<file path="src/rtl/dloq_pkg.sv">
// Package for the deadline-ordered input queue: shared constants, register
// indexes, controller state type and the command/status structs.
// No dependencies; every other file in rtl/ refers to it by scoped names.
package dloq_pkg;

  // Default sizes handed to the top-level parameters.
  localparam int DEFAULT_QUEUE_DEPTH   = 16;
  localparam int DEFAULT_DEADLINE_BITS = 48;
  localparam int DEFAULT_TAG_BITS      = 16;

  // Fixed field widths.
  localparam int VC_BITS        = 4;
  localparam int REQ_INDEX_BITS = 8;
  localparam int PORT_BITS      = 8;
  localparam int CFG_INDEX_BITS = 2;
  localparam int CFG_DATA_BITS  = 8;

  // Configuration register indexes.
  localparam logic [CFG_INDEX_BITS-1:0] REG_QUEUE_VC        = 2'd0;
  localparam logic [CFG_INDEX_BITS-1:0] REG_REQUESTER_INDEX = 2'd1;
  localparam logic [CFG_INDEX_BITS-1:0] REG_CROSSBAR_PORT   = 2'd2;

  // Event codes carried on func.
  localparam logic FUNC_ARRIVAL  = 1'b0;
  localparam logic FUNC_RESPONSE = 1'b1;

  typedef enum logic [0:0] {
    ST_IDLE,
    ST_EXEC
  } ctrl_state_t;

  // Commands from the controller to the datapath.
  typedef struct packed {
    logic load;    // latch the incoming event
    logic commit;  // update the queue and the result registers
    logic insert;  // place the latched flit in deadline order
    logic pop;     // remove the head and inject it
    logic drop;    // arrival discarded on a full queue
    logic gerr;    // grant on an empty queue or wrong channel
    logic req;     // raise a crossbar request with the new head
  } dloq_cmd_t;

  // Status from the datapath to the controller, about the latched event.
  typedef struct packed {
    logic func;
    logic granted;
    logic vc_match;
    logic empty;
    logic full;
    logic multi;   // more than one entry held
  } dloq_status_t;

endpackage

</file>
<file path="src/rtl/deadline_ordered_input_queue.sv">
// Top level of the deadline-ordered input queue for single-flit packets.
// Depends on dloq_pkg and instantiates dloq_ctrl and dloq_datapath.
//
// Usage: each event (a flit arrival or a scheduler response, chosen by
// func) is presented with start; it is taken at the rising edge where start
// is high and busy is low. Busy is high for the one cycle in which the event
// is applied to the queue, so no new event is taken until it has been applied.
// Each event produces exactly one result transfer: all result ports are
// registered from the apply state and done is high for exactly one cycle.
// The receiver cannot stall; the result ports hold their values
// until the next result, but are only meaningful while done is high.
// The queue is a row of cells kept sorted by deadline, head first. An
// arrival is placed by comparing its deadline against every cell at once,
// so the time an event takes does not depend on occupancy; it is set by the
// controller's accept/apply sequence. A valid grant shifts the row toward the head.
// The configuration registers (queue_vc, requester_index, crossbar_port) are
// written through cfg_write/cfg_index/cfg_data at any edge, and are meant to
// change only while no event is in flight.
// Synchronous reset empties the queue, clears the configuration registers
// and returns the controller to idle; no clearing pass is needed.
module deadline_ordered_input_queue #(
  parameter int QUEUE_DEPTH   = dloq_pkg::DEFAULT_QUEUE_DEPTH,
  parameter int DEADLINE_BITS = dloq_pkg::DEFAULT_DEADLINE_BITS,
  parameter int TAG_BITS      = dloq_pkg::DEFAULT_TAG_BITS,
  localparam int CountBits    = $clog2(QUEUE_DEPTH + 1)
) (
  input  logic                                clk,
  input  logic                                rst,
  input  logic                                start,
  output logic                                busy,
  output logic                                done,
  input  logic                                cfg_write,
  input  logic [dloq_pkg::CFG_INDEX_BITS-1:0] cfg_index,
  input  logic [dloq_pkg::CFG_DATA_BITS-1:0]  cfg_data,
  input  logic                                func,
  input  logic [DEADLINE_BITS-1:0]            flit_deadline,
  input  logic [TAG_BITS-1:0]                 flit_tag,
  input  logic                                granted,
  input  logic [dloq_pkg::VC_BITS-1:0]        grant_vc,
  output logic                                inject_valid,
  output logic [TAG_BITS-1:0]                 inject_tag,
  output logic [DEADLINE_BITS-1:0]            inject_deadline,
  output logic [dloq_pkg::PORT_BITS-1:0]      inject_port,
  output logic                                request_valid,
  output logic [DEADLINE_BITS-1:0]            request_deadline,
  output logic [dloq_pkg::REQ_INDEX_BITS-1:0] request_index,
  output logic [dloq_pkg::VC_BITS-1:0]        request_vc,
  output logic                                dropped,
  output logic                                grant_error,
  output logic [CountBits-1:0]                occupancy
);

  dloq_pkg::dloq_cmd_t    cmd;
  dloq_pkg::dloq_status_t status;

  // The controller sequences each event; the datapath holds the queue, configuration and result state.
  dloq_ctrl u_ctrl (
    .clk    (clk),
    .rst    (rst),
    .start  (start),
    .status (status),
    .cmd    (cmd),
    .busy   (busy),
    .done   (done)
  );

  dloq_datapath #(
    .QUEUE_DEPTH   (QUEUE_DEPTH),
    .DEADLINE_BITS (DEADLINE_BITS),
    .TAG_BITS      (TAG_BITS)
  ) u_datapath (
    .clk              (clk),
    .rst              (rst),
    .cmd              (cmd),
    .status           (status),
    .cfg_write        (cfg_write),
    .cfg_index        (cfg_index),
    .cfg_data         (cfg_data),
    .func             (func),
    .flit_deadline    (flit_deadline),
    .flit_tag         (flit_tag),
    .granted          (granted),
    .grant_vc         (grant_vc),
    .inject_valid     (inject_valid),
    .inject_tag       (inject_tag),
    .inject_deadline  (inject_deadline),
    .inject_port      (inject_port),
    .request_valid    (request_valid),
    .request_deadline (request_deadline),
    .request_index    (request_index),
    .request_vc       (request_vc),
    .dropped          (dropped),
    .grant_error      (grant_error),
    .occupancy        (occupancy)
  );

  // Every accepted event yields its result strobe after the apply state.
  assert property (@(posedge clk) disable iff (rst) (start && !busy) |-> ##2 done)
    else $error("result strobe missing after an accepted event");

  // One result per event: the strobe is never high in back-to-back cycles.
  assert property (@(posedge clk) disable iff (rst) done |=> !done)
    else $error("result strobe repeated");

  // A drop only happens with the queue full, and leaves it full.
  assert property (@(posedge clk) disable iff (rst)
                   (done && dropped) |-> (occupancy == CountBits'(QUEUE_DEPTH)))
    else $error("arrival dropped while the queue had room");

  // A rejected grant never injects.
  assert property (@(posedge clk) disable iff (rst)
                   (done && grant_error) |-> !inject_valid)
    else $error("injection alongside a grant error");

  // Occupancy never exceeds the queue depth.
  assert property (@(posedge clk) disable iff (rst)
                   done |-> (occupancy <= CountBits'(QUEUE_DEPTH)))
    else $error("occupancy above queue depth");

endmodule

</file>
<file path="src/rtl/dloq_ctrl.sv">
// Controller state machine of the deadline-ordered input queue.
// Depends on dloq_pkg; drives dloq_datapath through dloq_cmd_t.
module dloq_ctrl (
  input  logic                  clk,
  input  logic                  rst,
  input  logic                  start,
  input  dloq_pkg::dloq_status_t status,
  output dloq_pkg::dloq_cmd_t    cmd,
  output logic                  busy,
  output logic                  done
);

  dloq_pkg::ctrl_state_t state;
  dloq_pkg::ctrl_state_t state_next;

  logic arrival;
  logic grant;

  always_ff @(posedge clk) begin
    if (rst) begin
      state <= dloq_pkg::ST_IDLE;
      done  <= 1'b0;
    end else begin
      state <= state_next;
      done  <= cmd.commit;
    end
  end

  assign arrival = (status.func == dloq_pkg::FUNC_ARRIVAL);
  assign grant   = (status.func == dloq_pkg::FUNC_RESPONSE) && status.granted;

  always_comb begin
    state_next = state;
    cmd        = '0;
    busy       = 1'b0;
    case (state)
      dloq_pkg::ST_IDLE: begin
        if (start) begin
          cmd.load   = 1'b1;
          state_next = dloq_pkg::ST_EXEC;
        end
      end
      dloq_pkg::ST_EXEC: begin
        busy       = 1'b1;
        cmd.commit = 1'b1;
        cmd.insert = arrival && !status.full;
        cmd.drop   = arrival && status.full;
        cmd.pop    = grant && !status.empty && status.vc_match;
        cmd.gerr   = grant && (status.empty || !status.vc_match);
        if (arrival) begin
          cmd.req = status.empty;
        end else if (cmd.pop) begin
          cmd.req = status.multi;
        end else begin
          cmd.req = !status.empty;
        end
        state_next = dloq_pkg::ST_IDLE;
      end
      default: begin
        state_next = dloq_pkg::ST_IDLE;
      end
    endcase
  end

endmodule

</file>
<file path="src/rtl/dloq_datapath.sv">
// Datapath of the deadline-ordered input queue: event latch, configuration
// registers, the sorted row of queue cells and the result registers.
// Depends on dloq_pkg; commanded by dloq_ctrl.
module dloq_datapath #(
  parameter int QUEUE_DEPTH   = dloq_pkg::DEFAULT_QUEUE_DEPTH,
  parameter int DEADLINE_BITS = dloq_pkg::DEFAULT_DEADLINE_BITS,
  parameter int TAG_BITS      = dloq_pkg::DEFAULT_TAG_BITS,
  localparam int CountBits    = $clog2(QUEUE_DEPTH + 1)
) (
  input  logic                                clk,
  input  logic                                rst,
  input  dloq_pkg::dloq_cmd_t                 cmd,
  output dloq_pkg::dloq_status_t              status,
  input  logic                                cfg_write,
  input  logic [dloq_pkg::CFG_INDEX_BITS-1:0] cfg_index,
  input  logic [dloq_pkg::CFG_DATA_BITS-1:0]  cfg_data,
  input  logic                                func,
  input  logic [DEADLINE_BITS-1:0]            flit_deadline,
  input  logic [TAG_BITS-1:0]                 flit_tag,
  input  logic                                granted,
  input  logic [dloq_pkg::VC_BITS-1:0]        grant_vc,
  output logic                                inject_valid,
  output logic [TAG_BITS-1:0]                 inject_tag,
  output logic [DEADLINE_BITS-1:0]            inject_deadline,
  output logic [dloq_pkg::PORT_BITS-1:0]      inject_port,
  output logic                                request_valid,
  output logic [DEADLINE_BITS-1:0]            request_deadline,
  output logic [dloq_pkg::REQ_INDEX_BITS-1:0] request_index,
  output logic [dloq_pkg::VC_BITS-1:0]        request_vc,
  output logic                                dropped,
  output logic                                grant_error,
  output logic [CountBits-1:0]                occupancy
);

  // Configuration registers.
  logic [dloq_pkg::VC_BITS-1:0]        queue_vc;
  logic [dloq_pkg::REQ_INDEX_BITS-1:0] requester_index;
  logic [dloq_pkg::PORT_BITS-1:0]      crossbar_port;

  // Latched event.
  logic                         item_func;
  logic [DEADLINE_BITS-1:0]     item_deadline;
  logic [TAG_BITS-1:0]          item_tag;
  logic                         item_granted;
  logic [dloq_pkg::VC_BITS-1:0] item_vc;

  // Sorted cells, head at position 0.
  logic [DEADLINE_BITS-1:0] deadline_cells [QUEUE_DEPTH];
  logic [TAG_BITS-1:0]      tag_cells      [QUEUE_DEPTH];
  logic [DEADLINE_BITS-1:0] deadline_ins   [QUEUE_DEPTH];
  logic [TAG_BITS-1:0]      tag_ins        [QUEUE_DEPTH];
  logic [QUEUE_DEPTH-1:0]   stays;
  logic [CountBits-1:0]     entry_count;
  logic [CountBits-1:0]     entry_count_next;
  logic [DEADLINE_BITS-1:0] head_next;

  always_ff @(posedge clk) begin
    if (rst) begin
      queue_vc        <= '0;
      requester_index <= '0;
      crossbar_port   <= '0;
    end else if (cfg_write) begin
      case (cfg_index)
        dloq_pkg::REG_QUEUE_VC:        queue_vc <= cfg_data[dloq_pkg::VC_BITS-1:0];
        dloq_pkg::REG_REQUESTER_INDEX: requester_index <= cfg_data;
        dloq_pkg::REG_CROSSBAR_PORT:   crossbar_port <= cfg_data;
        default: ;
      endcase
    end
  end

  always_ff @(posedge clk) begin
    if (cmd.load) begin
      item_func     <= func;
      item_deadline <= flit_deadline;
      item_tag      <= flit_tag;
      item_granted  <= granted;
      item_vc       <= grant_vc;
    end
  end

  // A valid cell whose deadline is not later than the new one keeps its
  // place; this keeps equal deadlines in arrival order.
  always_comb begin
    for (int i = 0; i < QUEUE_DEPTH; i++) begin
      stays[i] = (entry_count > CountBits'(i)) && (deadline_cells[i] <= item_deadline);
    end
    deadline_ins[0] = stays[0] ? deadline_cells[0] : item_deadline;
    tag_ins[0]      = stays[0] ? tag_cells[0] : item_tag;
    for (int i = 1; i < QUEUE_DEPTH; i++) begin
      if (stays[i]) begin
        deadline_ins[i] = deadline_cells[i];
        tag_ins[i]      = tag_cells[i];
      end else if (stays[i-1]) begin
        deadline_ins[i] = item_deadline;
        tag_ins[i]      = item_tag;
      end else begin
        deadline_ins[i] = deadline_cells[i-1];
        tag_ins[i]      = tag_cells[i-1];
      end
    end
  end

  always_ff @(posedge clk) begin
    if (cmd.commit && cmd.insert) begin
      for (int i = 0; i < QUEUE_DEPTH; i++) begin
        deadline_cells[i] <= deadline_ins[i];
        tag_cells[i]      <= tag_ins[i];
      end
    end else if (cmd.commit && cmd.pop) begin
      for (int i = 0; i < QUEUE_DEPTH - 1; i++) begin
        deadline_cells[i] <= deadline_cells[i+1];
        tag_cells[i]      <= tag_cells[i+1];
      end
    end
  end

  always_comb begin
    entry_count_next = entry_count;
    head_next        = deadline_cells[0];
    if (cmd.insert) begin
      entry_count_next = entry_count + CountBits'(1);
      head_next        = deadline_ins[0];
    end else if (cmd.pop) begin
      entry_count_next = entry_count - CountBits'(1);
      head_next        = deadline_cells[1];
    end
  end

  always_ff @(posedge clk) begin
    if (rst) begin
      entry_count <= '0;
    end else if (cmd.commit) begin
      entry_count <= entry_count_next;
    end
  end

  always_ff @(posedge clk) begin
    if (cmd.commit) begin
      inject_valid     <= cmd.pop;
      inject_tag       <= cmd.pop ? tag_cells[0] : '0;
      inject_deadline  <= cmd.pop ? deadline_cells[0] : '0;
      inject_port      <= cmd.pop ? crossbar_port : '0;
      request_valid    <= cmd.req;
      request_deadline <= cmd.req ? head_next : '0;
      request_index    <= cmd.req ? requester_index : '0;
      request_vc       <= (cmd.req || cmd.pop) ? queue_vc : '0;
      dropped          <= cmd.drop;
      grant_error      <= cmd.gerr;
      occupancy        <= entry_count_next;
    end
  end

  assign status.func     = item_func;
  assign status.granted  = item_granted;
  assign status.vc_match = (item_vc == queue_vc);
  assign status.empty    = (entry_count == '0);
  assign status.full     = (entry_count == CountBits'(QUEUE_DEPTH));
  assign status.multi    = (entry_count > CountBits'(1));

endmodule
</file>
<file path="config.mk">
export PLATFORM = sky130hd
export DESIGN_NAME = deadline_ordered_input_queue
export DESIGN_NICKNAME = d
export VERILOG_FILES = /design/src/rtl/dloq_pkg.sv /design/src/rtl/deadline_ordered_input_queue.sv /design/src/rtl/dloq_ctrl.sv /design/src/rtl/dloq_datapath.sv
export SDC_FILE = /design/constraint.sdc
export NUM_CORES = 2
export LEC_CHECK = 0
export BUFFER_PORTS_ARGS = -buffer_cell sky130_fd_sc_hd__buf_2
export CAP_MARGIN = 20
export CORE_AREA = 2 2 305 609
export CTS_CLUSTER_SIZE = 10
export DETAILED_ROUTE_END_ITERATION = 8
export DIE_AREA = 0 0 307 611
export HOLD_SLACK_MARGIN = 0.12
export PLACE_DENSITY_LB_ADDON = 0.12
export SETUP_SLACK_MARGIN = 0.15
export SYNTH_ARGS = -nofsm -noshare
export SYNTH_HDL_FRONTEND = slang
export SYNTH_SLANG_ARGS = --single-unit
</file>
<file path="constraint.sdc">
create_clock -name clk -period 13.7 [get_ports clk]
set_input_delay 0.685 -clock clk [delete_from_list [all_inputs] [get_ports clk]]
set_output_delay 0.685 -clock clk [all_outputs]
set_load 0.02 [all_outputs]
</file>
# Yosys cells after proc, flatten, opt, wreduce, memory -nomap -nowiden
# Memory sizes are Yosys's and may differ from the RTL's.
# Cells that the tools add are included.
[totals]
regBits = 238
n_memories = 2
mem_bits_ro = 0
input_bits = 84
ram_bits = 1024
out_inout_bits = 143
latch_bits = 0
wordCells = 236
[op_classes]
multipliers = 0
muxes = 108
n_div = 0
n_eq_ne = 4
addsub = 2
bitwise_logic = 32
order_cmp = 32
n_reduce_logical = 34
n_shift = 0
[mem_list]
columns = ["name", "depth", "word_bits", "read_ports", "rd_ports_with_merged_regs", "write_ports", "line_no", "rtl"]
rows = [
  ["u_datapath.deadline_cells", 16, 48, 16, 0, 16, "dloq_datapath.sv:48", "logic [DEADLINE_BITS-1:0] deadline_cells [QUEUE_DEPTH];"],
  ["u_datapath.tag_cells", 16, 16, 16, 0, 16, "dloq_datapath.sv:49", "logic [TAG_BITS-1:0] tag_cells [QUEUE_DEPTH];"],
]
[op_table]
columns = ["op", "n"]
rows = [
  ["$mux 48", 48],
  ["$le 48x48->1", 16],
  ["$mux 16", 46],
  ["$gt 5x4->1 const B", 8],
  ["$or 1x1->1", 30],
  ["$logic_and 1x1->1", 24],
  ["$gt 5x3->1 const B", 4],
  ["$gt 5x1->1 const B", 2],
  ["$gt 5x2->1 const B", 2],
  ["$mux 1", 10],
  ["$mux 5", 2],
  ["$mux 6", 1],
  ["$reduce_and 2->1", 3],
  ["$add 5x1->5 const B", 1],
  ["$eq 5x5->1 const B", 1],
  ["$logic_not 5->1", 1],
  ["$sub 5x1->5 const B", 1],
  ["$eq 4x4->1", 1],
  ["$logic_not 1->1", 3],
  ["$eq 2x1->1 const B", 1],
  ["$eq 2x2->1 const B", 1],
  ["$logic_not 2->1", 1],
  ["$logic_or 1x1->1", 2],
  ["$not 1->1", 2],
  ["$pmux 1 s2", 1],
]

# Logic depth before layout (Yosys ltp)
[logic_depth]
depth_word = 12
depth_mapped = 14

# Cells and area by module
# A second synthesis with hierarchy kept.
[unflattened]
hier_cells = 8037
hier_area_um2 = 81734.6
[by_module_without_submodules]
columns = ["module", "seq_area_each_um2", "area_per_inst_um2", "n_inst", "cells_per_inst"]
rows = [
  ["dloq_datapath", 37586.0, 81593.3, 1, 8021],
  ["dloq_ctrl", 40.0, 141.4, 1, 16],
]

# Least setup slack after synthesis
# OpenSTA, ideal clock, no wires.
[synth_timing]
path_type = "register -> register"
startpoint = "reg u_ctrl.state"
endpoint = "mem u_datapath.deadline_cells[0][240] in the netlist's numbering (enable)"
setup_time_ns = 0.574
stages_incl_launch_ff = 6
n_path_buf = 2
arrival_ns = 9.149
path_slack_ns = 3.976
cell_sequence = "dfxtp_1 > nand2b_1 > nand2b_1 > clkbuf_1 > buf_1 > o21ai_0"
[synth_rtl]
columns = ["element", "line_no", "rtl"]
rows = [
  ["start, declared", "dloq_ctrl.sv:13", "dloq_pkg::ctrl_state_t state;"],
  ["start signal, assigned", "dloq_ctrl.sv:21", "state <= dloq_pkg::ST_IDLE;"],
  ["start signal, assigned", "dloq_ctrl.sv:24", "state <= state_next;"],
  ["end, declared", "dloq_datapath.sv:48", ""],
]

==> impl_results.rst <==
.. list-table::
   :header-rows: 1

   * - Metric
     - Value
   * - Clock root buffer master
     - clkbuf_16
   * - Critical path endpoint category
     - flip-flop
   * - End-of-flow core utilization
     - 0.495
   * - Area of all sequential standard cells
     - about 38000 sq um
   * - IR drop worst, VDD
     - around 100 uV
   * - Total area of multi-input combinational cells
     - about 42000 sq um
   * - Half-perimeter wire length after detailed placement
     - around 240 mm
   * - Switching power
     - ~2700 uW
   * - Layout cells sized above 1
     - 0.147
   * - Switching share of power
     - 0.281
   * - Worst Reg-to-Reg Cells
     - 13
   * - Vias
     - roughly 71000
   * - Detailed-routing iteration count for the pre-antenna-repair pass
     - 7
   * - Post-detailed-route via-to-cell ratio
     - just under 7
   * - Starting DRT DRC Count
     - 7951
   * - Filler cell count
     - ~17000
   * - Worst-path fanout max
     - 40
   * - Worst-case headroom to the max-slew limit
     - 0.0289
   * - Area growth from synthesis to final layout
     - 10.4%
   * - Number of design rule violations left after detail routing
     - 0
   * - Hold crit path type
     - in -> reg
   * - Avg WL per Cell
     - about 35 um
   * - Post-layout worst setup margin
     - roughly 6.6 ns
   * - Maximum root-to-sink buffer count
     - 4
   * - Post-synth EDFFs
     - approximately 1200
   * - Max-cap check violation count
     - 0
   * - Synthesized netlist net count
     - between 8000 and 9000
   * - Sequential power share
     - 0.473
   * - Remaining global-route overflow
     - 0
   * - Count of nets left with antenna violations after detail routing
     - 0
   * - Post-synthesis sequential area ratio
     - 0.460
   * - Hold wc startpoint
     - cfg_data[1]
   * - Fin. max-slew vios
     - 0
   * - Top-level I/O count
     - roughly 230
   * - Effective utilization at floorplan
     - 0.448
   * - Endpoint of the worst register-to-register path
     - u_datapath.deadline_cells[0][374]
   * - Cells after synthesis
     - a little under 8000
   * - RePlAce Congestion
     - a little over 1
   * - Start of the worst register-to-register path
     - u_datapath.item_deadline[29]
   * - Power per cell area
     - 106 nW/um^2
   * - Seq cells post-synth
     - 1262
   * - Die Span X
     - 307 um
   * - Critical Path Source
     - u_datapath.item_deadline[29]
   * - Internal cell power
     - around 6900 uW
   * - Async set-or-reset flop fraction in the synthesized netlist
     - 0
   * - WP data required
     - 14.15 ns
   * - Clock tree sinks
     - approximately 1300
   * - Synthesis Warnings
     - 0
   * - Kind of critical path
     - reg -> reg
   * - Port Buf Inserts
     - 226
   * - Register-to-register setup slack
     - 6.63 ns
   * - Endpoint arrival time on the critical path
     - approximately 7.5 ns
   * - Lkg Pwr
     - between 0.03 and 0.04 uW
   * - Clock group share of total power
     - 0.397
   * - Main area contributors after synthesis
     - edfxtp_1 (45%), ha_1 (12%), nor2_1 (6.8%)
   * - Share of the synthesized area in the top cell type
     - 0.453
   * - Post-Synthesis Cell Area
     - 81900 sq um
   * - Placement-stage worst setup slack
     - 6.87 ns
   * - Number of antenna violations at the first check in global routing
     - 16
   * - Hold Vio Cnt, Final
     - 0
   * - Clock tree from TritonCTS
     - built
   * - Fmax achieved
     - roughly 0.14 GHz
   * - Worst-skew pair later-pin latency
     - roughly 0.85 ns
   * - Most numerous cell types in the synthesized netlist
     - nor2_1 (1490), edfxtp_1 (1235), ha_1 (773)
   * - Critical path destination
     - u_datapath.deadline_cells[0][374]
   * - Number of buffers added by the clock tree synthesis step
     - between 150 and 200
   * - Critical path startpoint category
     - flip-flop
   * - Outcome
     - finished, final reports clean
   * - Total Die Area
     - ~190000 sq um
   * - Cell with the most instances after synthesis
     - nor2_1
   * - Maximum level of the CTS H-tree
     - 4
   * - Largest clock skew in the final design
     - around 0.054 ns
   * - Most used DFF post-synth
     - edfxtp_1
   * - Post-synthesis average cell area
     - between 10 and 15 sq um
   * - Post-CTS Repair Setup Buffers
     - 0
   * - Post-synthesis cell type count
     - between 70 and 80
   * - Combinational Power Share
     - 0.130
   * - First-pass GRT wire length
     - 507 mm
   * - RSZ-0062 raised after global routing
     - no
   * - Placeable core region
     - 183000 sq um
   * - Slew of the pin with the lowest slew margin
     - between 1 and 1.5 ns
   * - Total routing usage reported by global routing
     - 0.373
   * - Sum Neg Setup Slack
     - 0 ns
   * - Die H
     - 611 um
   * - Final wirelength
     - 356 mm
   * - Library cell occupying the most area in the post-synthesis netlist
     - edfxtp_1
   * - Reg clk slew, reported paths
     - 0.06 ns
   * - Final worst path period need
     - between 7 and 8 ns
   * - Site row count
     - around 220
   * - Nets
     - between 8000 and 9000
   * - Via count of the first global-routing pass
     - around 70000
   * - Worst Hold Slack
     - approximately 0.18 ns
   * - Final cycle utilization of the critical path
     - 0.516
   * - Final setup vio count
     - 0
   * - Pin count of the biggest net entering global routing
     - ~190
[metal layers]
metal | part of all wire | wire length, um | global-route usage | vias up
met5 | 0.00035 | 126 | 0 | -
met1 | 0.35 | 125000 | 0.413 | 35500
met2 | 0.47 | 168000 | 0.614 | 3697
met4 | 0.10 | 37100 | 0.326 | 18
li1 | - | - | - | 30400
met3 | 0.072 | 25600 | 0.0675 | 1297
[metrics by stage]
stage	area (sq um)	power (uW)	cells
after global routing	90400	9850	10300
after detailed placement	85400	5810	10000
final	90400	9610	10300
after floorplan	81900	5290	7903
after CTS	90300	9610	10300
after global placement	85400	5770	10000
[final cells by class]
cell class,instances,share of cell area
multi-input combinational,5917,0.463
antenna,4,0.000111
inverter,86,0.00365
clock inverter,9,0.000927
sequential,1262,0.416
timing repair buffer,498,0.0381
tap,2352,0.0325
clock buffer,191,0.0453
[layout by cell type, fill, tap and decap left out, drive strengths merged, types with 162 or more instances in the layout]
master     n
a21oi    527
buf      423
clkbuf   192
edfxtp  1235
ha       773
mux2i    325
nand2    311
nand4    162
nor2    1490
nor3     545
o21ai    271
o221a    581
[power by group through the flow]
stage / sequential, uW / clock (uW) / combinational (uW)
final: 4550 / 3820 / 1250
after global routing: 4550 / 3970 / 1330
after CTS: 4540 / 3860 / 1210
after detailed placement: 4620 / 0 / 1190
after global placement: 4620 / 0 / 1150
after floorplan: 4570 / 0 / 728
[how the worst min path moves through the flow]
stage,to,cells past startpoint
floorplan,u_datapath.crossbar_port[0],2
finish,u_datapath.requester_index[1],3
CTS,u_datapath.requester_index[1],3
global placement,u_datapath.requester_index[5],2
global route,u_datapath.item_deadline[25],1
detailed placement,u_datapath.requester_index[1],2
[logic make-up after synthesis]
kind of cell	Yosys count	synth area share
AND/OR/NAND/NOR	2789	0.150
buffers and inverters	724	0.0369
adder cells (fa/ha/maj)	773	0.118
AO/OA/AOI/OAI	1956	0.186
XOR/XNOR	9	0.000963
multiplexers	390	0.0487
flip-flops	1262	0.460
[what timing repair did]
item                                   CTS  global route
hold buffers                            74             0
endpoints found under the hold margin   80             0
gates resized for setup                  0             0
[flip-flops by register name, summed over array words and instances, names as in the netlist, 8 cells and up]
register / cells
u_datapath.deadline_cells: 768
u_datapath.tag_cells: 256
u_datapath.inject_deadline: 48
u_datapath.item_deadline: 48
u_datapath.request_deadline: 48
u_datapath.inject_tag: 16
u_datapath.item_tag: 16
u_datapath.crossbar_port: 8
u_datapath.inject_port: 8
u_datapath.request_index: 8
u_datapath.requester_index: 8
[critical path: stages, from the launching register on]
cell,delay (ns)
edfxtp_1,0.96
inv_1,0.68
ha_1,0.53
nand4_1,0.40
buf_4,0.33
nor4_1,0.80
and4_1,0.40
o311ai_0,0.17
buf_4,0.17
nand4b_1,0.15
nand2_1,0.16
a31oi_4,0.67
buf_4,0.44
buf_4,0.63
Power figures use the tool's default switching activity.
